**config.mk**
```make
export PLATFORM = sky130hd
export DESIGN_NAME = ezn_ram
export DESIGN_NICKNAME = d
export VERILOG_FILES = /design/src/sv/ewma_zscore_normalizer_macros.svh /design/src/sv/ezn_ram.sv
export SDC_FILE = /design/constraint.sdc
export NUM_CORES = 1
export LEC_CHECK = 0
export BUFFER_PORTS_ARGS = -buffer_cell sky130_fd_sc_hd__buf_4
export CAP_MARGIN = 0
export CELL_PAD_IN_SITES_DETAIL_PLACEMENT = 1
export CELL_PAD_IN_SITES_GLOBAL_PLACEMENT = 1
export CORE_ASPECT_RATIO = 0.75
export CORE_MARGIN = 1
export CORE_UTILIZATION = 49
export DETAILED_ROUTE_END_ITERATION = 12
export HOLD_SLACK_MARGIN = 0.15
export MAX_ROUTING_LAYER = met4
export PLACE_DENSITY = 0.9
export SLEW_MARGIN = 5
export SYNTH_ARGS = -nofsm -noshare
export SYNTH_HDL_FRONTEND = slang
export SYNTH_SLANG_ARGS = --single-unit
```
**constraint.sdc**
```tcl
create_clock -name clk -period 5.7 [get_ports clk]
set_input_delay 0.285 -clock clk [delete_from_list [all_inputs] [get_ports clk]]
set_output_delay 0.285 -clock clk [all_outputs]
set_load 0.005 [all_outputs]
```
**src/sv/ewma_zscore_normalizer_macros.svh**
```systemverilog
// assertion macros for the normalizer
`ifndef EWMA_ZSCORE_NORMALIZER_MACROS_SVH
`define EWMA_ZSCORE_NORMALIZER_MACROS_SVH
`ifndef SYNTHESIS
`define EZN_ASSERT_IMP(label, clk, rst, a, c) \
  label: assert property (@(posedge clk) disable iff (rst) (a) |-> (c)) else $error("label");
`define EZN_ASSERT_NXT(label, clk, rst, a, c) \
  label: assert property (@(posedge clk) disable iff (rst) (a) |=> (c)) else $error("label");
`else
`define EZN_ASSERT_IMP(label, clk, rst, a, c)
`define EZN_ASSERT_NXT(label, clk, rst, a, c)
`endif
`endif

```
**src/sv/ezn_ram.sv**
```systemverilog
// generic single-port ram with registered read
`default_nettype none
module ezn_ram #(
  parameter int WIDTH = 32,
  parameter int DEPTH = 2
) (
  input  wire logic                                        clk,
  input  wire logic                                        we,
  input  wire logic [((DEPTH > 1) ? $clog2(DEPTH) : 1)-1:0] addr,
  input  wire logic [WIDTH-1:0]                            wdata,
  output logic      [WIDTH-1:0]                            rdata
);
  logic [WIDTH-1:0] mem [DEPTH];
  always_ff @(posedge clk) begin
    if (we) begin
      mem[addr] <= wdata;
    end
    rdata <= mem[addr];
  end
endmodule
`default_nettype wire

```
==> results_dict.tcl, run 1 <==
set metrics [dict create \
    cts_buffer_depth 2 \
    fin_ws_ns 4.11 \
    die_h_um 71.0 \
    syn_nets 169 \
    path_clk_slew_ns 0.09 \
    antenna_found_initial 0 \
    first_global_vias 1616 \
    hpwl_um 3330 \
    cap_violations 0 \
    synth_cell_type_count 9 \
    clk_latency_ns 0.35 \
    synthTopCellsByCount "64 x edfxtp_1, 32 x dfxtp_1, 28 x mux2_4" \
    swShare 0.207 \
    critPathMaxFanout 34 \
    slowest_delay_ns 0.79 \
    relSlewSlack 0.370 \
    ir_worst_vdd_mv 0.221 \
    clkPwrFrac 0.308 \
    use_met2 0.337 \
    first_iter_violations 37 \
    p_int_mw 1.08 \
    io_pins 67 \
    slowest_stage "and2_2" \
    initial_core_util 0.520 \
    h-tree-depth 3 \
    worstSetupStartpointType "primary input" \
    totalWireLength_um 5680 \
    crit_family "simple AND/OR/NAND/NOR gates" \
    synth_top_area_share 0.619 \
    drtAntennaViolNets 0 \
    track_usage 0.193 \
    crit_start "addr" \
    finalSetupTns_ns 0 \
    crit_chain "buf_4 -> and2_2" \
    core_area_mm2 0.00598 \
    cp.depth 2 \
    comb_power_share 0.093 \
    fmaxAchievable_mhz 628 \
    synthFlopType "edfxtp_1" \
    power_mw 1.36 \
    power_leakage_nw 1.67 \
    hp-class "reg -> reg" \
    grt_use_met3 0.0527 \
    synth.most_common_cell "edfxtp_1" \
    cts_tree "yes" \
    finalCriticalPeriod_ns 1.59 \
    die_x_um 93.9 \
    outcome "completed" \
    busiest_layer "met2" \
    drive_above_1_share 0.467 \
    seq_power_share 0.600 \
    syn_avg_cell_area_um2 23.2 \
    grt_start_max_net_pins 35 \
    powerDensity_mw_per_mm2 327 \
    r2r_slack_ns 4.91 \
    cts-resized-gates 0 \
    syn_area_mm2 0.00311 \
    numPortBuffers 66 \
    n_fill_cell 526 \
    worstReg2RegStart "mem[0][5]" \
    crit_type "in -> reg" \
    antenna_cells 0 \
    synth-seq-cells 96 \
    p_switching_mw 0.281 \
    yosysTopAreaCell "edfxtp_1" \
    r2r_cells 1 \
    r2r-end "rdata[5]" \
    ys_seq_area_frac 0.825 \
    hold_viol 0 \
    dp_worst_setup_slack_ns 3.71 \
    viasPerCell 4.62 \
    die_area_mm2 0.00667 \
    drv_slew 0 \
    num_rows 24 \
    synth_area_leaders "edfxtp_1 62%, dfxtp_1 21%, mux2_4 14%" \
    synth_edf_count 64 \
    synthArstFlopShare 0 \
    clock_sinks 96 \
    vias 1487 \
    synth_warnings 0 \
    gp_congestion 0.662 \
    drt-pass1-iter-count 4 \
    cts_made_buffers 9 \
    nets 274 \
    drc 0 \
    cp-end-kind "flip-flop" \
    drt-wirelength-per-cell_um 17.6 \
    clockRootBuffer "clkbuf_8" \
    areaGrowthSynthToFinish_pct 33.7 \
    grt-ovfl-total 0 \
    fin_crit_sh 0.279 \
    clock_skew_ns 0.00757 \
    tightest_slew_ns 0.943 \
    grt_pass1_wl_um 8670 \
    rsz0062_at_grt "false" \
    finalSetupViolCount 0 \
    crit_arrival_ns 1.57 \
    use_met1 0.214 \
    synthCells 134 \
    critPathBufInv 1 \
    crit_required_ns 5.68 \
    critical_path.endpoint "mem[1][7]" \
]
[logic make-up (layout without fill, tap and decap cells)]
logic type	after synthesis	in the layout	synth area share
muxes	32	32	0.150
buffers and inverters	4	114	0.0213
DFF	96	96	0.825
and+or+nand+nor	2	2	0.00403
[cells in the final DEF, fill, tap and decap left out]
cell type / count
clkinvlp_4: 3
clkinv_1: 1
mux2_4: 28
clkbuf_16: 1
and2_2: 1
clkbuf_8: 10
clkbuf_1: 1
dfxtp_1: 32
dlygate4sd3_1: 32
nor2b_4: 1
mux2_2: 4
buf_4: 66
edfxtp_1: 64
[repair_timing]
action / CTS / global route
setup buffers: 0 / 0
hold buffers: 32 / 0
endpoints found under the hold margin: 64 / 0
[state kept, by name, summed over array words and instances (netlist names)]
name,cells
mem,64
rdata,32
[power by group through the flow]
stage / clock [mW] / combinational (mW) / sequential, mW
2_1_floorplan: 0 / 0.0475 / 0.827
3_3_place_gp: 0 / 0.104 / 0.825
3_5_place_dp: 0 / 0.108 / 0.830
4_1_cts: 0.423 / 0.126 / 0.814
5_1_grt: 0.449 / 0.135 / 0.819
6_report: 0.418 / 0.126 / 0.814
[stage by stage]
| step | hold slack (ns) | utilization | instance area, um^2 | instances |
|---|---|---|---|---|
| 5_1_grt | 0.490 | 0.695 | 4160 | 322 |
| 6_report | 0.475 | 0.695 | 4160 | 322 |
| 2_1_floorplan | 0.384 | - | 3110 | 134 |
| 4_1_cts | 0.479 | 0.695 | 4160 | 322 |
| 3_3_place_gp | 0.450 | 0.610 | 3640 | 274 |
| 3_5_place_dp | 0.458 | 0.610 | 3640 | 274 |
[worst min-delay path by stage]
| stage | startpoint | endpoint | slack [ns] | cells after the start |
|---|---|---|---|---|
| floorplan | wdata[0] | mem[0][0] | 0.38 | 0 |
| global placement | mem[1][0] | rdata[0] | 0.45 | 1 |
| detailed placement | mem[1][30] | rdata[30] | 0.46 | 1 |
| CTS | mem[0][3] | rdata[3] | 0.48 | 1 |
| global route | mem[1][10] | rdata[10] | 0.49 | 1 |
| finish | mem[1][0] | rdata[0] | 0.47 | 1 |
[layer usage]
metal	wire length [um]	part of all wire
met1	2360	0.41
met2	3000	0.53
met3	235	0.041
met4	91	0.016
met5	0	0
[cell type report]
type | instances | area, um^2 | share of cell area
clock buffer | 12 | 166 | 0.0400
clock inverter | 4 | 26.3 | 0.00632
multi-input combinational | 34 | 487 | 0.117
sequential | 96 | 2560 | 0.617
tap | 78 | 97.6 | 0.0235
timing repair buffer | 98 | 816 | 0.196
(Power assumes the default switching activity.)
==> inputs of run 2 (changes only) <==
--- a/config.mk
+++ b/config.mk
@@ -5,17 +5,18 @@
 export SDC_FILE = /design/constraint.sdc
 export NUM_CORES = 1
 export LEC_CHECK = 0
+export ABC_AREA = 1
 export BUFFER_PORTS_ARGS = -buffer_cell sky130_fd_sc_hd__buf_4
 export CAP_MARGIN = 0
 export CELL_PAD_IN_SITES_DETAIL_PLACEMENT = 1
 export CELL_PAD_IN_SITES_GLOBAL_PLACEMENT = 1
 export CORE_ASPECT_RATIO = 0.75
 export CORE_MARGIN = 1
-export CORE_UTILIZATION = 49
+export CORE_UTILIZATION = 39
 export DETAILED_ROUTE_END_ITERATION = 12
 export HOLD_SLACK_MARGIN = 0.15
 export MAX_ROUTING_LAYER = met4
-export PLACE_DENSITY = 0.9
+export PLACE_DENSITY = 0.81
 export SLEW_MARGIN = 5
 export SYNTH_ARGS = -nofsm -noshare
 export SYNTH_HDL_FRONTEND = slang
==> constraint.sdc (replaced) <==
create_clock -name clk -period 1.37 [get_ports clk]
set_input_delay 0.0685 -clock clk [delete_from_list [all_inputs] [get_ports clk]]
set_output_delay 0.0685 -clock clk [all_outputs]
set_load 0.005 [all_outputs]
==> run 2 against run 1 <==
Critical path depth fell by 1. Sequential power rose to 4.2 times the previous value. Clock-buffer cell count fell by 1. Core utilization fell by 14 points. Cell count rose by 29%. Setup slack got worse by 3.6 ns. Wire length fell by 0.48%. Global-route usage fell by 3.6 points. Sequential share of layout area fell by 0.093 points. Clock skew fell by 0.00057 ns. Sequential cell count did not move. Power rose to 4.1 times the previous value. Critical path type is now reg -> out.
==> results_dict.tcl, run 2 <==
set metrics [dict create \
    synth_warnings 0 \
    final_cell_mix "87 x nand2_1, 67 x buf_4, 64 x edfxtp_1" \
    synth_cell_type_count 10 \
    clock_skew_ns 0.00700 \
    crit_required_ns 1.30 \
    ys_seq_area_frac 0.840 \
    slowest_delay_ns 0.34 \
    outcome "completed" \
    syn_nets 239 \
    numPortBuffers 66 \
    drv_slew 0 \
    relSlewSlack 0.721 \
    power_leakage_nw 1.73 \
    clockRootBuffer "clkbuf_8" \
    finalCriticalPeriod_ns 0.873 \
    fmaxAchievable_mhz 1150 \
    synth_edf_count 64 \
    num_rows 27 \
    die_area_mm2 0.00819 \
    fin_crit_sh 0.637 \
    viasPerCell 4.26 \
    crit_chain "buf_4" \
    finalSetupViolCount 0 \
    yosysTopAreaCell "edfxtp_1" \
    synthFlopType "edfxtp_1" \
    drive_above_1_share 0.303 \
    grt_pass1_wl_um 9110 \
    power_mw 5.60 \
    top_regs "mem: 64 flops, rdata: 32 flops" \
    drt-pass1-iter-count 6 \
    cts-resized-gates 0 \
    die_x_um 104 \
    final_common_cell "nand2_1" \
    crit_arrival_ns 0.80 \
    io_pins 67 \
    gp_congestion 0.663 \
    drt-wirelength-per-cell_um 13.6 \
    slowest_stage "dfxtp_1" \
    die_h_um 78.6 \
    track_usage 0.157 \
    vias 1766 \
    rsz0062_at_grt "false" \
    synthTopCellsByCount "87 x nand2_1, 64 x edfxtp_1, 32 x dfxtp_1" \
    path_clk_slew_ns 0.09 \
    drtAntennaViolNets 0 \
    synthCells 204 \
    largest_reg_flops 64 \
    cts_tree "yes" \
    areaGrowthSynthToFinish_pct 36.4 \
    clock_sinks 96 \
    post_dp_cell_area_mm2 0.00365 \
    syn_area_mm2 0.00305 \
    cts_setup_buffers 0 \
    crit_type "reg -> out" \
    hpwl_um 3330 \
    critPathBufInv 1 \
    tightest_slew_ns 0.418 \
    crit_family "flip-flops" \
    cts_buffer_depth 2 \
    synth_area_leaders "edfxtp_1 63%, dfxtp_1 21%, nand2_1 11%" \
    cp-end-kind "output port" \
    worstReg2RegStart "mem[1][23]" \
    crit_start "rdata[27]" \
    syn_avg_cell_area_um2 15.0 \
    antenna_cells 0 \
    multi_input_area_um2 400 \
    n_fill_cell 764 \
    seqCellArea_mm2 0.00256 \
    min_from "addr" \
    synth-seq-cells 96 \
    top_register "mem" \
    initial_core_util 0.409 \
    totalWireLength_um 5650 \
    hold_buffers 32 \
    h-tree-depth 3 \
    antenna_found_initial 0 \
    cap_violations 0 \
    core_area_mm2 0.00747 \
    ir_worst_vdd_mv 0.567 \
    synth.most_common_cell "nand2_1" \
    synth_top_area_share 0.630 \
    worstSetupStartpointType "flip-flop" \
    first_global_vias 1856 \
    clk_latency_ns 0.35 \
    first_iter_violations 68 \
    postLayoutCellArea_mm2 0.00416 \
    critPathMaxFanout 1 \
    hp-class "in -> reg" \
    drc 0 \
    grt_start_max_net_pins 35 \
    nets 344 \
    hold_viol 0 \
    grt-ovfl-total 0 \
    powerDensity_mw_per_mm2 1350 \
    finalSetupTns_ns 0 \
    cts_made_buffers 9 \
    synthArstFlopShare 0 \
]
[run 2: cell count changes after synthesis, sizes merged]
| cell | delta |
|---|---|
| and2 | -1 |
| nor2 | +1 |
| inv | +3 |
| buf | +3 |
| mux2 | -32 |
| nor2b | -1 |
| nand2 | +97 |
[run 2: power by group]
| group | switching (mW) | internal [mW] | total (mW) | leakage, nW |
|---|---|---|---|---|
| Combinational | 0.210 | 0.272 | 0.482 | 0.776 |
| Clock | 0.902 | 0.842 | 1.74 | 0.0872 |
| Sequential | 0.0632 | 3.31 | 3.38 | 0.870 |
| Total | 1.18 | 4.43 | 5.60 | 1.73 |
[run 2: routing by layer]
layer	GRT usage	share of wire	vias up	routed length, um
met5	-	0	-	0
met4	0.0600	0.016	0	90
met3	0.0490	0.041	9	234
met2	0.271	0.52	47	2960
met1	0.172	0.42	828	2370
li1	-	-	882	-
[run 2: worst min-delay path, delay by kind of cell]
family                 cells  cell delay, ns
AND/OR/NAND/NOR            2            0.14
buffers and inverters      2            0.36
[run 2: final timing paths]
path | end | slack, ns | cells past startpoint
setup / recovery | rdata[27] | 0.50 | 1
hold / removal | rdata[22] | 0.28 | 4
setup reg to reg | rdata[23] | 0.72 | 2
hold reg to reg | rdata[28] | 0.44 | 2
[run 2: logic make-up after synthesis]
family	after synthesis	share of synthesized area
DFF	96	0.840
buffers and inverters	10	0.0316
and+or+nand+nor	98	0.129
[run 2: layout make-up]
class	instances	share of cell area
tap	101	0.0304
inverter	3	0.00481
multi-input combinational	98	0.0962
clock buffer	11	0.0316
timing repair buffer	101	0.207
clock inverter	5	0.0138
sequential	96	0.616
[run 2: through the flow]
stage | utilization | instances | hold slack [ns] | setup slack (ns)
3_5_place_dp | 0.489 | 367 | 0.259 | 0.198
5_1_grt | 0.557 | 415 | 0.292 | 0.450
2_1_floorplan | - | 204 | 0.167 | 0.128
6_report | 0.557 | 415 | 0.280 | 0.497
4_1_cts | 0.557 | 415 | 0.266 | 0.478
3_3_place_gp | 0.489 | 367 | 0.256 | 0.226
