<file path="src/sv/ewma_zscore_normalizer_macros.svh">
// assertion macros for the normalizer
`ifndef EWMA_ZSCORE_NORMALIZER_MACROS_SVH
`define EWMA_ZSCORE_NORMALIZER_MACROS_SVH
`ifndef SYNTHESIS
`define EZN_ASSERT_IMP(label, clk, rst, a, c) \
  label: assert property (@(posedge clk) disable iff (rst) (a) |-> (c)) else $error("label");
`define EZN_ASSERT_NXT(label, clk, rst, a, c) \
  label: assert property (@(posedge clk) disable iff (rst) (a) |=> (c)) else $error("label");
`else
`define EZN_ASSERT_IMP(label, clk, rst, a, c)
`define EZN_ASSERT_NXT(label, clk, rst, a, c)
`endif
`endif

</file>
<file path="src/sv/ezn_pkg.sv">
// shared constants and types of the normalizer
`default_nettype none
package ezn_pkg;
  localparam int CHANNELS_DEF = 2;
  localparam logic [15:0] ALPHA_RESET = 16'd655;
  localparam logic [31:0] MEAN_RESET = 32'h0001_0000;
  localparam logic [63:0] VAR_RESET = 64'h0000_0001_0000_0000;
  localparam logic [15:0] SCORE_ONE = 16'd16384;
  typedef struct packed {
    logic start;
    logic [63:0] radicand;
  } sqrt_req_t;
  typedef struct packed {
    logic start;
    logic [46:0] num;
    logic [31:0] den;
  } div_req_t;
endpackage
`default_nettype wire

</file>
<file path="src/sv/ezn_sqrt.sv">
// iterative 64-bit integer square root, one result bit a cycle
`default_nettype none
module ezn_sqrt
  import ezn_pkg::*;
(
  input  wire logic      clk,
  input  wire logic      rst,
  input  wire sqrt_req_t req,
  output logic           done,
  output logic [31:0]    root
);
  logic [63:0] rem;
  logic [63:0] rt;
  logic [63:0] bitv;
  logic        busy;
  logic [63:0] trial;
  assign trial = rt + bitv;
  assign root = rt[31:0];
  always_ff @(posedge clk) begin
    if (rst) begin
      busy <= 1'b0;
      done <= 1'b0;
    end else begin
      done <= 1'b0;
      if (req.start) begin
        busy <= 1'b1;
        rem  <= req.radicand;
        rt   <= '0;
        bitv <= 64'h4000_0000_0000_0000;
      end else if (busy) begin
        if (rem >= trial) begin
          rem <= rem - trial;
          rt  <= (rt >> 1) + bitv;
        end else begin
          rt <= rt >> 1;
        end
        bitv <= bitv >> 2;
        if (bitv[0]) begin
          busy <= 1'b0;
          done <= 1'b1;
        end
      end
    end
  end
endmodule
`default_nettype wire

</file>
<file path="config.mk">
export PLATFORM = sky130hd
export DESIGN_NAME = ezn_sqrt
export DESIGN_NICKNAME = d
export VERILOG_FILES = /design/src/sv/ewma_zscore_normalizer_macros.svh /design/src/sv/ezn_pkg.sv /design/src/sv/ezn_sqrt.sv
export SDC_FILE = /design/constraint.sdc
export NUM_CORES = 1
export LEC_CHECK = 0
export ABC_AREA = 1
export BUFFER_PORTS_ARGS = -buffer_cell sky130_fd_sc_hd__buf_2
export CORE_UTILIZATION = 45
export DETAILED_ROUTE_END_ITERATION = 10
export PLACE_DENSITY = 0.69
export SYNTH_ARGS = -nofsm -noshare
export SYNTH_HDL_FRONTEND = slang
export SYNTH_SLANG_ARGS = --single-unit
</file>
<file path="constraint.sdc">
create_clock -name clk -period 19.35 [get_ports clk]
set_input_delay 3.87 -clock clk [delete_from_list [all_inputs] [get_ports clk]]
set_output_delay 3.87 -clock clk [all_outputs]
set_load 0.005 [all_outputs]
</file>
==> results by group, run 1 <==
Run status
  – Status: finished, final reports clean

Place
  – DP Worst Slack: 12870 ps
  – Port Buffers: 99
  – Gpl congestion: 0.9935
  – DP HPWL: about 58000 um

Timing
  – Clock skew: 15.03 ps
  – RSZ-0062 raised after global routing: no
  – Setup TNS: 0 ps
  – Final Setup Violations: 0
  – Fin crit share: between 30 and 40%
  – Final WS setup: roughly 13000 ps
  – Final hold slack: roughly 500 ps
  – Max Slew Vio Count: 0
  – Worst Tran Pin Value: 929.1 ps
  – Minimum clock period: 5990 ps
  – Achievable frequency: 0.1670 GHz
  – Final Hold Vio Count: 0
  – Slew HR: around two fifths

Critical path
  – Crit end category: register
  – Reg-to-Reg Start: rt[14]$_SDFFCE_PP0P_
  – Crit path DAT: 6120 ps
  – Cell family with most CP delay: buffers and inverters
  – Setup crit start kind: input pin
  – CP max stage cell: buf_4
  – CP Class: in -> reg
  – R2R Setup Slk: 13880 ps
  – Crit-path max cell delay: 720 ps
  – CP max FO: 64
  – Top cell by count, worst path: buf_4
  – Crit path required time: 19480 ps
  – Reg-to-reg endpoint: rem[51]$_DFFE_PP_
  – Buf/Inv on CP: 5
  – Reg2Reg Depth: 20
  – CP Cell Sequence: buf_4 > inv_2 > a21oi_4 > buf_4 > o21ai_0 > inv_2 > buf_4

Logic synthesis
  – Ys async rst share: 0%
  – Main flop type after synthesis: edfxtp_1
  – Mapped Nets: about 3700
  – Post-synth top area share: around 26%
  – Synth warnings: 0
  – Register area share after synthesis: 23.79%
  – Area leader, netlist: nand2_1
  – Post-Synthesis Cells: ~3500
  – Post-synthesis register bit count: 162
  – Area contributors post-synth: nand2_1 26%, edfxtp_1 24%, inv_1 11%
  – Netlist cell types: 44
  – Synthesized cell area: 0.02036 mm^2
  – Avg Inst Size Synth: around 6 um^2
  – Post-synth EDFFs: 160

Global routing
  – Vias in the first global route: 19970
  – First-pass GRT wire length: 107300 um
  – Remaining global-route overflow: 0
  – Pin count of the biggest net entering global routing: 65
  – Total GRT Usage: between 30% and 40%
  – Initial antenna violation count: 0

Clock network
  – Sink Count: 162
  – Clock Latency Late Sink: 520 ps
  – Clk pin slew, worst setup/hold paths: ~80 ps
  – Clock Path Buffers: 2
  – Gates resized, CTS repair: 0
  – Total CTS buffers: 17
  – CTS tree: built
  – H-tree depth: 4
  – Number of hold buffers added after CTS: 0
  – Clock Root Buffer: clkbuf_16
  – Setup Fix Bufs, Post-CTS: 0

Routing
  – Initial DRT Pass Iterations: 8
  – DRT iter0 DRCs: 1852
  – WL final: 69970 um
  – Via/cell ratio: 5.172
  – Routed Antenna Nets: 0
  – DR vias: around 21000
  – WL/cell: 16.88 um
  – Detailed-route DRC error count: 0

Layout
  – P&R area growth vs syn: 6.888%
  – Fraction of layout cells with a size suffix above 1: 5.235%
  – Fillers: 4872
  – Ant diodes: 0
  – Nets: 3739

Hold path
  – Min-delay src: busy$_SDFF_PP0_
  – Hold path cells: 2
  – Endpoint of the worst hold path: done$_SDFF_PP0_
  – Type of the tightest min-delay check: reg -> reg

Die
  – Die area: 0.04611 mm^2
  – Chip width: 214.7 um
  – Core area: 0.04441 mm^2
  – I/O pins: 100
  – Cell Rows: 77
  – Die Ht: roughly 210 um
  – Initial Util: 45.85%

Power
  – Static Leak: approximately 11 nW
  – Peak supply drop: 78.64 uV
  – PD cells: 84.32 mW/mm^2

Flow run
  – Max cap viols: 0
-- Yosys cell counts (3+ instances only) --
cell type / n
nand4_1: 24
nand3_1: 221
edfxtp_1: 160
and2_1: 12
or2_2: 10
nor2_1: 340
o21a_1: 7
nand3b_1: 23
inv_1: 581
buf_2: 10
nor4_1: 11
nand2_1: 1405
o21bai_1: 17
nand2_2: 18
a21oi_1: 142
o21ai_1: 7
a21o_1: 5
clkbuf_1: 23
ha_1: 130
buf_1: 3
o21ai_0: 133
xnor2_1: 58
xor2_1: 46
buf_6: 6
nor2_2: 8
nor3_1: 34
buf_4: 32
-- placed cells by master, fill, tap and decap left out, types with 18 or more instances in the layout --
cell and n:
edfxtp_1 160, nand3b_1 23, a21oi_1 141, xor2_1 46
nand2_2 18, nor2_1 340, xnor2_1 58, nand2_1 1405
inv_1 579, buf_2 98, ha_1 130, nand3_1 221
nand4_1 24, o21ai_0 133, nor3_1 34
-- state kept, by name, indices dropped and copies added, names as in the netlist --
| signal | count |
|---|---|
| rt | 64 |
| busy | 1 |
| bitv | 32 |
| rem | 64 |
| done | 1 |
-- kinds of logic after synthesis --
logic type      Yosys count  share of synthesized area, %
flops                   162                         23.79
simple gates           2117                         42.33
compound gates          318                         8.332
xor+xnor                104                         4.473
fa+ha+maj               131                         8.086
buf+inv                 657                         12.98
-- where the power goes --
| group | internal [mW] | total, mW | switching (mW) |
|---|---|---|---|
| Sequential | 0.452 | 0.513 | 0.0605 |
| Combinational | 0.324 | 0.982 | 0.657 |
| Clock | 0.167 | 0.341 | 0.174 |
-- per-stage QoR --
step / cells / total power, mW / utilization, % / cell area, um^2
global route: 4145 / 1.977 / 49.01 / 21770
finish: 4145 / 1.835 / 49.01 / 21770
CTS: 4145 / 1.823 / 49.01 / 21770
global placement: 4114 / 1.475 / 47.77 / 21220
floorplan: 3489 / 1.221 / - / 20360
detailed placement: 4114 / 1.482 / 47.77 / 21220
-- worst max path at each step --
stage	startpoint	to	slack [ps]	depth (start not counted)
final	req[64]	rem[51]$_DFFE_PP_	13360	7
after global routing	req[64]	rem[51]$_DFFE_PP_	13230	7
after CTS	req[64]	rem[51]$_DFFE_PP_	13430	7
after detailed placement	req[64]	rem[63]$_DFFE_PP_	12870	7
after global placement	req[64]	rem[63]$_DFFE_PP_	12920	7
after floorplan	req[64]	rem[0]$_DFFE_PP_	8070	5
-- final cells by class --
class / instances / area, um^2 / share of cell area (%)
clock buffer: 17 / 425.4 / 1.954
clock inverter: 14 / 122.6 / 0.5633
inverter: 583 / 2188 / 10.05
multi-input combinational: 2670 / 12890 / 59.20
sequential: 162 / 4845 / 22.26
tap: 592 / 740.7 / 3.403
timing repair buffer: 107 / 558.0 / 2.564
-- routing by layer --
layer	wire (um)	track usage (%)	share of wire [%]	vias up
li1	-	-	-	11010
met1	30740	39.57	44	9565
met2	32090	50.22	46	706
met3	4004	3.397	5.7	157
met4	3136	15.00	4.5	0
met5	0	0	0	-
-- worst min-delay path, delay by kind of cell, from the launching register on --
family / cells / cell delay (ps)
AND/OR/NAND/NOR: 1 / 60
buffers and inverters: 1 / 100
flip-flops: 1 / 300
(Power assumes the default switching activity.)
==> inputs of run 2 (changes only) <==
PLACE_DENSITY = 0.71   (was 0.69)
clock period = 5.35 ns   (was 19.35 ns; I/O delays follow)
==> run 2 against run 1 <==
Net effect: count of clock-buffer cells in the layout up 4; global-route usage decreased by 0.45 points; non-clock buffer count rose by 5.
==> results by group, run 2 (synthesis gave the netlist of run 1 again) <==
Run status
  – Status: finished, final reports clean

Routing
  – WL/cell: 16.70 um
  – Via/cell ratio: 5.265
  – Initial DRT Pass Iterations: 8
  – WL final: 69320 um
  – DR vias: 21850
  – DRT iter0 DRCs: roughly 2100
  – Detailed-route DRC error count: 0
  – Routed Antenna Nets: 0

Clock network
  – Gates resized, CTS repair: 0
  – Sink Count: 162
  – Clock Path Buffers: 2
  – Total CTS buffers: 17
  – Clock Latency Late Sink: 490 ps
  – Clk pin slew, worst setup/hold paths: 80 ps
  – H-tree depth: 4
  – Clock Root Buffer: clkbuf_16
  – CTS tree: built

Critical path
  – CP Cell Sequence: ha_1 > nand2_1 > o21ai_0 > nand2_1 > o21ai_0 > a21oi_1 > o21ai_0 > nand3_1 > nand3b_1 > nand2_1 > ha_1 > nand2_1 > nor2_2 > inv_1 > nor2_1 > nand2_1 > nor3_2 > nand2_2 > nand2_2 > o21ai_0 > inv_2 > buf_12
  – Crit path required time: 5500 ps
  – Setup crit start kind: register
  – Crit path DAT: approximately 5300 ps
  – Crit-path max cell delay: 560 ps
  – CP Class: reg -> reg
  – CP max stage cell: edfxtp_1
  – CP max FO: 45
  – Crit end category: register
  – Top cell by count, worst path: nand2_1

Global routing
  – Pin count of the biggest net entering global routing: 99
  – Initial antenna violation count: 1
  – Vias in the first global route: 20500
  – Total GRT Usage: 30.03%
  – First-pass GRT wire length: 107500 um
  – Remaining global-route overflow: 0

Power
  – Sw power: 3.206 mW
  – Static Leak: 11.46 nW
  – Comb power frac: 53.2%
  – PD cells: between 300 and 400 mW/mm^2
  – Peak supply drop: 315.1 uV
  – Int Power: 3.524 mW
  – Clk pwr share: 19.2%
  – Sequential power share: 27.5%
  – Sw frac: 47.64%

Die
  – Die Ht: 214.7 um
  – Chip width: 214.7 um
  – I/O pins: 100
  – Core area: 0.04441 mm^2
  – Die area: about 0.046 mm^2
  – Cell Rows: 77
  – Initial Util: between 40% and 50%

Hold path
  – Type of the tightest min-delay check: reg -> reg

Timing
  – Achievable frequency: 0.1946 GHz
  – Max Slew Vio Count: 0
  – Final WS setup: 210.0 ps
  – Fin crit share: a little over nine tenths
  – Final hold slack: about 510 ps
  – Final Hold Vio Count: 0
  – Worst Tran Pin Value: 797.5 ps
  – Slew HR: ~47%
  – Minimum clock period: about 5100 ps
  – Final Setup Violations: 0
  – Clock skew: 14.31 ps

Place
  – Port Buffers: 99
  – DP Worst Slack: 446.7 ps
  – Gpl congestion: 1.030
  – DP HPWL: 56830 um

Layout
  – Fillers: between 4000 and 5000
  – P&R area growth vs syn: 7.662%
  – Top Registers: rem x64, rt x64, bitv x32
  – Most common cell after layout, fill and taps aside: nand2_1
  – Ant diodes: 0
  – Fraction of layout cells with a size suffix above 1: 5.395%
  – Most frequent cells in the layout: 1405 x nand2_1, 579 x inv_1, 340 x nor2_1
  – Nets: between 3000 and 4000

Flow run
  – Max cap viols: 0
-- run 2: cell count changes in the layout (fill, tap and decap cells not counted), sizes merged --
| cell | before | now |
|---|---|---|
| buf | 107 | 112 |
| bufinv | 0 | 1 |
| clkbuf | 17 | 21 |
| clkinv | 4 | 3 |
| clkinvlp | 3 | 4 |
| inv | 590 | 586 |
-- run 2: final cells by class --
type | instances | area (um^2) | share of cell area [%]
Tap cell | 592 | 740.7 | 3.379
Multi-Input combinational cell | 2670 | 12890 | 58.78
Clock inverter | 11 | 122.6 | 0.5593
Clock buffer | 21 | 470.5 | 2.146
Timing Repair Buffer | 112 | 670.6 | 3.059
Inverter | 583 | 2188 | 9.982
Sequential cell | 162 | 4845 | 22.10
-- run 2: worst max-delay path, delay by kind of cell (launching register included) --
family / cells / cell delay, ps
and+or+nand+nor: 12 / 1590
AOI/OAI and AO/OA: 5 / 1290
adders and majority gates: 2 / 860
DFF: 1 / 560
buffers and inverters: 3 / 420
-- run 2: power groups by stage --
stage,sequential (mW),combinational (mW),clock [mW]
3_3_place_gp,1.87,3.46,0
4_1_cts,1.84,3.51,1.30
3_5_place_dp,1.87,3.50,0
5_1_grt,1.86,4.03,1.34
2_1_floorplan,1.76,2.65,0
6_report,1.85,3.58,1.30
-- run 2: worst paths after layout --
path | startpoint | endpoint | slack (ps) | cells after the start
worst min register to register | busy$_SDFF_PP0_ | done$_SDFF_PP0_ | 510 | 2
worst max-delay path | rt[22]$_SDFFCE_PP0P_ | rem[47]$_DFFE_PP_ | 210 | 22
worst max register to register | rt[22]$_SDFFCE_PP0P_ | rem[47]$_DFFE_PP_ | 210 | 22
worst min-delay path | busy$_SDFF_PP0_ | done$_SDFF_PP0_ | 510 | 2
-- run 2: per-stage QoR --
| stage | utilization, % | setup TNS (ps) | instances | instance area, um^2 | total power [mW] |
|---|---|---|---|---|---|
| 2_1_floorplan | - | 0 | 3489 | 20370 | 4.413 |
| 5_1_grt | 49.36 | -2738 | 4151 | 21920 | 7.238 |
| 6_report | 49.36 | 0 | 4151 | 21920 | 6.730 |
| 4_1_cts | 49.30 | 0 | 4149 | 21900 | 6.648 |
| 3_3_place_gp | 47.96 | 0 | 4117 | 21300 | 5.330 |
| 3_5_place_dp | 47.96 | 0 | 4117 | 21300 | 5.361 |
-- run 2: per-layer routing --
| metal | part of all wire, % | vias to the layer above | global-route usage, % | wire (um) |
|---|---|---|---|---|
| met4 | 4.3 | 2 | 13.31 | 2973 |
| met5 | 0.013 | - | 0 | 9 |
| met3 | 7.5 | 165 | 4.006 | 5176 |
| met2 | 45 | 897 | 48.74 | 30860 |
| met1 | 44 | 9776 | 39.74 | 30300 |
| li1 | - | 11010 | - | - |
-- run 2: what timing repair did --
action,in CTS,in global routing
hold buffers,0,0
hold endpoints to repair,0,0
setup endpoints to repair,0,17
setup buffers,0,2
