**src/sv/ewma_zscore_normalizer_macros.svh**
```systemverilog
// assertion macros for the normalizer
`ifndef EWMA_ZSCORE_NORMALIZER_MACROS_SVH
`define EWMA_ZSCORE_NORMALIZER_MACROS_SVH
`ifndef SYNTHESIS
`define EZN_ASSERT_IMP(label, clk, rst, a, c) \
  label: assert property (@(posedge clk) disable iff (rst) (a) |-> (c)) else $error("label");
`define EZN_ASSERT_NXT(label, clk, rst, a, c) \
  label: assert property (@(posedge clk) disable iff (rst) (a) |=> (c)) else $error("label");
`else
`define EZN_ASSERT_IMP(label, clk, rst, a, c)
`define EZN_ASSERT_NXT(label, clk, rst, a, c)
`endif
`endif

```
**src/sv/ezn_pkg.sv**
```systemverilog
// shared constants and types of the normalizer
`default_nettype none
package ezn_pkg;
  localparam int CHANNELS_DEF = 2;
  localparam logic [15:0] ALPHA_RESET = 16'd655;
  localparam logic [31:0] MEAN_RESET = 32'h0001_0000;
  localparam logic [63:0] VAR_RESET = 64'h0000_0001_0000_0000;
  localparam logic [15:0] SCORE_ONE = 16'd16384;
  typedef struct packed {
    logic start;
    logic [63:0] radicand;
  } sqrt_req_t;
  typedef struct packed {
    logic start;
    logic [46:0] num;
    logic [31:0] den;
  } div_req_t;
endpackage
`default_nettype wire

```
**src/sv/ezn_div.sv**
```systemverilog
// restoring divider, quotient saturating above one in q1.14
`default_nettype none
module ezn_div
  import ezn_pkg::*;
(
  input  wire logic     clk,
  input  wire logic     rst,
  input  wire div_req_t req,
  output logic          done,
  output logic [15:0]   quot
);
  // only 15 quotient bits matter: anything above 16384 clamps
  logic [46:0] rem;
  logic [31:0] den;
  logic [14:0] q;
  logic [3:0]  cnt;
  logic        busy;
  logic        big;
  always_ff @(posedge clk) begin
    if (rst) begin
      busy <= 1'b0;
      done <= 1'b0;
    end else begin
      done <= 1'b0;
      if (req.start) begin
        busy <= 1'b1;
        den  <= req.den;
        q    <= '0;
        cnt  <= 4'd14;
        // num >= den*2^15 means quotient above the clamp
        big  <= (req.num >> 15) >= {15'd0, req.den};
        rem  <= req.num;
      end else if (busy) begin
        if ((rem >> cnt) >= {15'd0, den}) begin
          rem <= rem - ({15'd0, den} << cnt);
          q[cnt] <= 1'b1;
        end
        if (cnt == 4'd0) begin
          busy <= 1'b0;
          done <= 1'b1;
        end else begin
          cnt <= cnt - 4'd1;
        end
      end
    end
  end
  always_comb begin
    if (big || q > SCORE_ONE[14:0]) begin
      quot = SCORE_ONE;
    end else begin
      quot = {1'b0, q};
    end
  end
endmodule
`default_nettype wire

```
**config.mk**
```make
export PLATFORM = sky130hd
export DESIGN_NAME = ezn_div
export DESIGN_NICKNAME = d
export VERILOG_FILES = /design/src/sv/ewma_zscore_normalizer_macros.svh /design/src/sv/ezn_pkg.sv /design/src/sv/ezn_div.sv
export SDC_FILE = /design/constraint.sdc
export NUM_CORES = 1
export LEC_CHECK = 0
export BUFFER_PORTS_ARGS = -buffer_cell sky130_fd_sc_hd__buf_2
export CORE_MARGIN = 2
export CORE_UTILIZATION = 56
export CTS_CLUSTER_SIZE = 24
export DETAILED_ROUTE_END_ITERATION = 8
export PLACE_DENSITY = 0.84
export SLEW_MARGIN = 25
export SYNTH_ARGS = -nofsm -noshare
export SYNTH_HDL_FRONTEND = slang
export SYNTH_SLANG_ARGS = --single-unit
```
**constraint.sdc**
```tcl
create_clock -name clk -period 6.2 [get_ports clk]
set_input_delay 0.31 -clock clk [delete_from_list [all_inputs] [get_ports clk]]
set_output_delay 0.31 -clock clk [all_outputs]
set_load 0.01 [all_outputs]
```
==> results.json, run 1 <==
{
  "status": "complete, no violations",
  "antenna_found_initial": 0,
  "drv_slew": 0,
  "crit_slowest_cell": "o21ai_0",
  "die_w_um": 147.9,
  "postRouteAntennaNets": 0,
  "synth.area.top_cells": "edfxtp_1, ha_1, mux4_2",
  "min_period_over_period_pct": 84.03,
  "switching_power_mw": 1.518,
  "clk_pin_slew_ns": 0.08,
  "vias_per_cell": 6.422,
  "synth_fa_ha_area_share_pct": 12.48,
  "ys_seq_elements": 101,
  "final_nets": 1568,
  "drt-initial-drc-count": 1136,
  "p_int_mw": 2.025,
  "p_sw_share_pct": 42.85,
  "synth-edff-count": 99,
  "ios": 99,
  "p_total_mw": 3.543,
  "synth_top_family_by_area": "compound AO/OA/AOI/OAI gates",
  "async_reset_ff_share_pct": 0,
  "cp-start-kind": "register",
  "row_count": 52,
  "num_vias": 10570,
  "cts.sinks": 101,
  "initial_core_util_pct": 57.09,
  "grt_max_degree": 103,
  "endpoint_kind": "register",
  "synthSimpleGateAreaFrac_pct": 15.30,
  "setup_viol": 0,
  "timing.hold.ws_ns": 0.1177,
  "layout-drive-gt1-share_pct": 14.83,
  "synthCells": 1326,
  "pwr-share-comb_pct": 54.4,
  "cts.htree.levels": 3,
  "synth_area_per_cell_um2": 8.740,
  "p_leak_nw": 5.614,
  "rsz0062_at_grt": "false",
  "cp.arrival_ns": 5.33,
  "synth_top_cell_by_area": "edfxtp_1",
  "maxSlewHeadroom_pct": 35.24,
  "tns_ns": 0,
  "dieArea_um2": 21860,
  "clock_latency_ns": 0.38,
  "synth_mux_area_share_pct": 16.37,
  "fin_worst_skew_ns": 0.01563,
  "grt_overflow": 0,
  "route.detailed.drc": 0,
  "fillers": 1762,
  "dp_hpwl_um": 24950,
  "gp_congestion": 0.9755,
  "maxCapViolCount": 0,
  "synth_compound_area_share_pct": 21.10,
  "p_seq_share_pct": 28.6,
  "routedWlPerCell_um": 19.64,
  "syn_area_um2": 11590,
  "critical_path.max_fanout": 102,
  "synth_cell_types": 72,
  "n_antenna_cell": 0,
  "yosysTopAreaCellShare_pct": 25.65,
  "cts_root_buffer": "clkbuf_16",
  "cts_buffers": 9,
  "grt_use_total_pct": 29.96,
  "pwr-share-clk_pct": 17.0,
  "ctsResizeCount": 0,
  "min_path_type": "input port to register",
  "cts_setup_buffers": 0,
  "routed_wl_um": 32330,
  "worst_ep_required_time_ns": 6.32,
  "max_freq_mhz": 191.9,
  "grt_pass1_vias": 10090,
  "die_y_um": 147.9,
  "path_cells": "buf_12 -> mux2i_1 -> o21ai_0 -> mux2i_1 -> or2_2 -> ha_1 -> o21ai_1 -> a2111oi_0 -> o21ai_1 -> a31oi_4 -> a211oi_2 -> o211ai_1 -> o21bai_1 -> xnor2_1 -> mux2_2",
  "worstMarginPinSlew_ns": 0.9703,
  "critical_path_class": "register to register",
  "ir_worst_vdd_uv": 192.7,
  "coreArea_um2": 20300,
  "yosysSeqAreaShare_pct": 26.00,
  "utilization_pct": 61.61,
  "cts_tree": "yes",
  "hold_viol_final": 0,
  "holdBufCountCts": 0,
  "post_synth_xor_area_fraction_pct": 3.099,
  "synthFlopType": "edfxtp_1",
  "port_buffers": 97,
  "drt_pass1_iterations": 6,
  "area_delta_synth_final_pct": 7.925,
  "ys_warn_count": 0,
  "syn-num-nets": 1523,
  "min_period_ns": 5.210,
  "clock_path_buffers": 2,
  "grt_first_pass_wirelength_um": 52250,
  "max_stage_delay_ns": 0.57,
  "power.density_nw_per_um2": 283.3
}
==> routing by layer <==
metal / track usage (%) / vias to the layer above / wire, µm
met4: 13.14 / 0 / 1311
li1: - / 4984 / -
met1: 40.69 / 4885 / 13670
met3: 5.185 / 107 / 2835
met2: 47.33 / 595 / 14520
met5: 0 / - / 0
==> area by class of cell <==
class	count	area, µm²	share of cell area, %
clock buffer	9	225.2	1.801
clock inverter	7	80.08	0.6403
inverter	89	334.1	2.671
multi-input combinational	1063	7941	63.50
sequential	101	3013	24.09
tap	270	337.8	2.701
timing repair buffer	107	575.6	4.602
==> path summary, 6_finish.rpt <==
kind,startpoint,end,slack (ns),cells after the start
max,cnt[0],rem[46],0.99,15
min,req[23],den[23],0.12,1
max reg2reg,cnt[0],rem[46],0.99,15
min reg2reg,q[14],q[14],0.60,2
==> per-stage QoR <==
step	area [µm²]	std cells	setup slack [ns]
final	12510	1646	0.9901
after global routing	12510	1646	0.6360
after CTS	12510	1646	1.146
after detailed placement	12200	1630	1.203
after global placement	12200	1630	1.287
after floorplan	11590	1326	0.7416
==> power by group through the flow <==
stage	Clock, mW	Combinational, mW	Sequential, mW
6_report	0.603	1.93	1.01
5_1_grt	0.629	2.12	1.02
4_1_cts	0.607	1.89	1.01
3_5_place_dp	0	1.87	1.02
3_3_place_gp	0	1.82	1.02
2_1_floorplan	0	1.47	0.964
==> sequential cells by signal (all words and copies together) (netlist names) <==
signal and count:
cnt 4, big 1, den 32, rem 47, busy 1, q 15
done 1
==> logic make-up (layout without fill, tap and decap cells) <==
family	after synthesis	count (layout)
AO/OA/AOI/OAI	385	385
XOR/XNOR	41	41
adder cells (fa/ha/maj)	115	115
buffers and inverters	162	212
flip-flops	101	101
multiplexers	130	130
other	1	1
AND/OR/NAND/NOR	391	391
==> worst max-delay path, delay by kind of cell, from the launching register on <==
family / cells / cell delay, ns
muxes: 3 / 0.68
xor gates and xnor gates: 1 / 0.14
adders and majority gates: 1 / 0.35
AOI/OAI and AO/OA: 8 / 2.46
DFF: 1 / 0.43
buffers and inverters: 1 / 0.42
and+or+nand+nor: 1 / 0.33
==> Yosys cell counts (all sizes together), types with 19 or more instances <==
cell    number
nand2      186
mux4        47
ha         114
and2        19
a31oi       22
edfxtp      99
mux2i       77
clkbuf      42
buf         31
a21o        57
inv         87
a21oi      103
xnor2       24
o21ai      114
nor2        78
nand4       21
==> cells in the final DEF (no fill, tap or decap), types with 19 or more instances in the layout <==
cell type / synthesis / layout
o21ai_0: 107 / 107
buf_2: 11 / 96
edfxtp_1: 99 / 99
nand2_1: 186 / 186
a21oi_1: 100 / 100
inv_1: 86 / 86
mux2i_1: 77 / 77
mux4_2: 47 / 47
xnor2_1: 24 / 24
a31oi_1: 20 / 20
and2_1: 19 / 19
a21o_1: 57 / 57
nor2_1: 78 / 78
nand4_1: 21 / 21
ha_1: 114 / 114
Power figures use the tool's default switching activity.
==> run 2: changes to the inputs <==
CORE_UTILIZATION = 62   (was 56)
PLACE_DENSITY = 0.87   (was 0.84)
clock period = 5.16 ns   (was 6.2 ns; I/O delays follow)
==> run 2 against run 1 <==
Effect of this change:
- clock skew decreased by 0.0029 ns
- maximum frequency increased by 6.9%
- routed wire length decreased by 0.39%
- critical path depth unchanged
- clock power increased by 9.3%
- clock-buffer cell count unchanged
- worst setup slack got worse by 0.71 ns
- highest routed layer unchanged
==> results.json, run 2 (synthesized netlist as in run 1, its figures left out) <==
{
  "switching_power_mw": 1.809,
  "cts_buffers": 9,
  "pwr-share-comb_pct": 55.2,
  "worst_ep_required_time_ns": 5.29,
  "endpoint_kind": "register",
  "antenna_found_initial": 0,
  "dp_hpwl_um": 25220,
  "fin_area_um2": 12550,
  "cts.sinks": 101,
  "p_seq_share_pct": 29.1,
  "reg2reg_depth": 15,
  "final_common_cell": "nand2_1",
  "cp-start-kind": "register",
  "tns_ns": 0,
  "crit_slowest_cell": "edfxtp_1",
  "grt_max_degree": 76,
  "critical_path_class": "register to register",
  "clock_latency_ns": 0.38,
  "top_register": "rem",
  "worstMarginPinSlew_ns": 0.7627,
  "critical_path.max_fanout": 59,
  "power.density_nw_per_um2": 334.5,
  "pwr-share-clk_pct": 15.7,
  "grt_pass1_vias": 10180,
  "largest_reg_flops": 47,
  "routed_wl_um": 32200,
  "drt_pass1_iterations": 6,
  "use_met1_pct": 43.51,
  "drt-initial-drc-count": 1295,
  "reg2reg_to": "rem[46]",
  "grt_use_met3_pct": 5.197,
  "min_to": "den[19]",
  "die_w_um": 140.7,
  "cp.arrival_ns": 5.01,
  "grt.busiest_layer": "met2",
  "vias_per_cell": 6.592,
  "rsz0062_at_grt": "false",
  "grt_util_met2_pct": 53.12,
  "min_period_ns": 4.876,
  "holdBufCountCts": 0,
  "max_stage_delay_ns": 0.81,
  "cts_root_buffer": "clkbuf_16",
  "ios": 99,
  "crit_buf_inv": 1,
  "maxSlewHeadroom_pct": 48.97,
  "p_sw_share_pct": 43.08,
  "clk_pin_slew_ns": 0.08,
  "layout-drive-gt1-share_pct": 15.43,
  "final_nets": 1580,
  "cts.htree.levels": 3,
  "route.detailed.drc": 0,
  "die_y_um": 140.7,
  "gp_congestion": 1.022,
  "ctsResizeCount": 0,
  "fin_worst_skew_ns": 0.01268,
  "grt_first_pass_wirelength_um": 51540,
  "reg2reg_from": "cnt[0]",
  "path_cells": "buf_12 -> nand2_1 -> o211ai_1 -> o21ai_0 -> o21ai_0 -> a22oi_1 -> ha_1 -> nand4_1 -> nor3_1 -> nand2_1 -> o211ai_1 -> o22ai_1 -> o21bai_1 -> xnor2_1 -> mux2_2",
  "port_buffers": 97,
  "hold_viol_final": 0,
  "reg2reg_setup_slack_ns": 0.28,
  "status": "complete, no violations",
  "cts_tree": "yes",
  "min_period_over_period_pct": 94.49,
  "holdPathStages": 1,
  "min_path_type": "input port to register",
  "critPathTopFamily": "compound AO/OA/AOI/OAI gates",
  "n_antenna_cell": 0,
  "seqCellArea_um2": 3013,
  "ir_worst_vdd_uv": 183.9,
  "cts_setup_buffers": 0,
  "grt_overflow": 0,
  "area_delta_synth_final_pct": 8.313,
  "biggestRegsByFlops": "rem x47, den x32, q x15",
  "num_vias": 10650,
  "routedWlPerCell_um": 19.93,
  "mostFrequentLayoutCells": "nand2_1, ha_1, o21ai_0",
  "hp-start": "req[19]",
  "initial_core_util_pct": 63.86,
  "p_leak_nw": 5.669,
  "postRouteAntennaNets": 0,
  "clock_path_buffers": 2,
  "p_int_mw": 2.390,
  "drv_slew": 0,
  "fillers": 1437,
  "setup_viol": 0,
  "maxCapViolCount": 0,
  "multi_input_area_um2": 7941,
  "row_count": 49,
  "grt_use_total_pct": 32.58,
  "coreArea_um2": 18150,
  "dieArea_um2": 19800,
  "dpl_cell_area_um2": 12280,
  "max_freq_mhz": 205.1
}
run 2: worst max path at each step:
stage               cells after the start  slack (ns)  endpoint    from
global route                           14        0.01   rem[34]  cnt[0]
floorplan                              15        0.36      q[0]  cnt[0]
detailed placement                     15        0.45   rem[43]  cnt[0]
CTS                                    14        0.41   rem[34]  cnt[0]
finish                                 15        0.28   rem[46]  cnt[0]
global placement                       14        0.41   rem[24]  cnt[0]
run 2: stage by stage:
step / cells / util, % / worst slack (ns) / total power [mW] / hold WS, ns
after detailed placement: 1601 / 67.66 / 0.4520 / 3.480 / 0.4507
after global placement: 1601 / 67.66 / 0.4096 / 3.429 / 0.4494
final: 1616 / 69.17 / 0.2845 / 4.198 / 0.06741
after floorplan: 1326 / - / 0.3594 / 2.920 / 0.3569
after global routing: 1616 / 69.17 / 0.009788 / 4.457 / 0.06474
after CTS: 1616 / 69.17 / 0.4122 / 4.147 / 0.06102
run 2: area by class of cell:
| type | count | area share (%) |
|---|---|---|
| flip-flops and latches | 101 | 24.00 |
| well taps | 229 | 2.283 |
| multi-input cells | 1063 | 63.27 |
| repair buffers | 119 | 5.602 |
| inverters | 89 | 2.661 |
| clock buffers | 9 | 1.794 |
| clock inverters | 6 | 0.3888 |
run 2: power by group through the flow:
stage | Clock, mW | Combinational (mW) | Sequential, mW
after floorplan | 0 | 1.76 | 1.16
after global placement | 0 | 2.20 | 1.23
after detailed placement | 0 | 2.25 | 1.23
after CTS | 0.667 | 2.27 | 1.21
after global routing | 0.689 | 2.54 | 1.23
final | 0.659 | 2.32 | 1.22
run 2: routing by layer:
layer | part of all wire, % | vias to the layer above
li1 | - | 5012
met1 | 41 | 4913
met2 | 46 | 623
met5 | 0 | -
met4 | 4.0 | 0
met3 | 9.1 | 105
==> run 3: changes to the inputs <==
clock period = 5.4 ns   (was 5.16 ns; I/O delays follow)
==> run 3 against run 2 <==
Effect of this change:
- utilization fell by 0.14 points
- non-clock buffer count fell by 6
- clock skew down 0.0043 ns
- worst setup slack improved by 0.48 ns
- hold slack better by 0.0092 ns
- total power decreased by 2.2%
- die area is the same
==> results.json, run 3 (synthesized netlist as in run 1, its figures left out) <==
{
  "clock_path_buffers": 2,
  "critical_path_class": "register to register",
  "dieArea_um2": 19800,
  "crit_slowest_cell": "inv_2",
  "crit_buf_inv": 2,
  "cts_root_buffer": "clkbuf_16",
  "dp_worst_setup_slack_ns": 0.9122,
  "min_path_type": "input port to register",
  "biggestRegsByFlops": "rem x47, den x32, q x15",
  "mostFrequentLayoutCells": "nand2_1, ha_1, o21ai_0",
  "maxSlewHeadroom_pct": 46.07,
  "cts.htree.levels": 3,
  "path_cells": "inv_2 -> buf_4 -> mux2i_1 -> nand2_1 -> o21ai_0 -> ha_1 -> a21oi_1 -> o21bai_1 -> a2111oi_0 -> o211ai_1 -> a21oi_2 -> o22ai_1 -> or4_1 -> o211a_1",
  "cts.sinks": 101,
  "grt_overflow": 0,
  "cp-start-kind": "register",
  "maxCapViolCount": 0,
  "pwr-share-comb_pct": 54.0,
  "vias_per_cell": 6.703,
  "ios": 99,
  "endpoint_kind": "register",
  "clk_pin_slew_ns": 0.08,
  "routed_wl_um": 33150,
  "grt_pass1_vias": 10370,
  "area_delta_synth_final_pct": 8.097,
  "top_register": "rem",
  "timing.hold.ws_ns": 0.07656,
  "pwr-share-clk_pct": 17.4,
  "port_buffers": 97,
  "cts_tree": "yes",
  "drt_pass1_iterations": 6,
  "power.density_nw_per_um2": 327.9,
  "routedWlPerCell_um": 20.58,
  "drt-initial-drc-count": 1471,
  "fin_worst_skew_ns": 0.008340,
  "layout-drive-gt1-share_pct": 15.20,
  "dp_hpwl_um": 25680,
  "final_common_cell": "nand2_1",
  "grt_max_degree": 69,
  "cp.arrival_ns": 4.77,
  "worst_ep_required_time_ns": 5.54,
  "clock_latency_ns": 0.38,
  "ir_worst_vdd_uv": 181.5,
  "p_int_mw": 2.335,
  "n_antenna_cell": 0,
  "coreArea_um2": 18150,
  "p_leak_nw": 5.651,
  "num_vias": 10800,
  "tns_ns": 0,
  "postRouteAntennaNets": 0,
  "die_y_um": 140.7,
  "grt_first_pass_wirelength_um": 52840,
  "p_total_mw": 4.108,
  "p_sw_share_pct": 43.16,
  "gp_congestion": 1.013,
  "final_nets": 1574,
  "p_seq_share_pct": 28.6,
  "status": "complete, no violations",
  "fin_ws_ns": 0.7628,
  "switching_power_mw": 1.773,
  "rsz0062_at_grt": "false",
  "critical_path.max_fanout": 35,
  "initial_core_util_pct": 63.86,
  "hold_viol_final": 0,
  "die_w_um": 140.7,
  "max_stage_delay_ns": 0.60,
  "row_count": 49,
  "min_period_ns": 4.637,
  "setup_viol": 0,
  "holdBufCountCts": 0,
  "antenna_found_initial": 0,
  "drv_slew": 0,
  "max_freq_mhz": 215.6,
  "cts_setup_buffers": 0,
  "min_period_over_period_pct": 85.87,
  "worstMarginPinSlew_ns": 0.8060,
  "route.detailed.drc": 0,
  "ctsResizeCount": 0,
  "largest_reg_flops": 47,
  "grt_use_total_pct": 33.55,
  "cts_buffers": 9,
  "critPathTopFamily": "compound AO/OA/AOI/OAI gates"
}
[run 3: changes by cell type in the layout (fill, tap and decap cells not counted), sizes merged]
cell,before,now
buf,119,113
bufinv,0,1
inv,90,91
clkinv,4,3
[run 3: per-layer routing]
layer	share of wire [%]	GRT usage, %	wire, µm
met3	9.7	5.740	3211
met1	40	44.20	13290
met2	46	54.33	15140
met4	4.6	15.63	1510
met5	0	0	0
[run 3: worst register-to-register path: cells and delay by family, from the launching register on]
family	cells	cell delay, ns
flops	1	0.42
buf+inv	2	0.98
fa+ha+maj	1	0.33
simple gates	2	0.57
mux	1	0.43
compound gates	8	1.70
[run 3: final cells by class]
class / count / area, µm²
clock inverter: 7 / 93.84
tap: 229 / 286.5
inverter: 89 / 334.1
sequential: 101 / 3013
clock buffer: 9 / 225.2
timing repair buffer: 113 / 633.1
multi-input combinational: 1063 / 7941
fill: 1419 / 5620
[run 3: worst paths after layout]
path                            cells after the start  slack (ns)    start       to
worst min-delay path                                1        0.08  req[23]  den[23]
worst min register to register                      2        0.58    q[14]    q[14]
worst max register to register                     14        0.76   cnt[2]  rem[43]
worst max-delay path                               14        0.76   cnt[2]  rem[43]
[run 3: metrics by stage]
stage	util, %	instances	area (µm²)
final	69.03	1611	12530
after global routing	69.03	1611	12530
after CTS	69.03	1611	12530
after detailed placement	67.27	1595	12210
after global placement	67.27	1595	12210
after floorplan	-	1326	11610
[run 3: power groups by stage]
stage                     Combinational, mW  Clock, mW  Sequential, mW
after floorplan                        1.69          0            1.11
after CTS                              2.18      0.709            1.16
after detailed placement               2.15          0            1.18
after global routing                   2.44      0.732            1.18
final                                  2.22      0.715            1.17
after global placement                 2.10          0            1.17
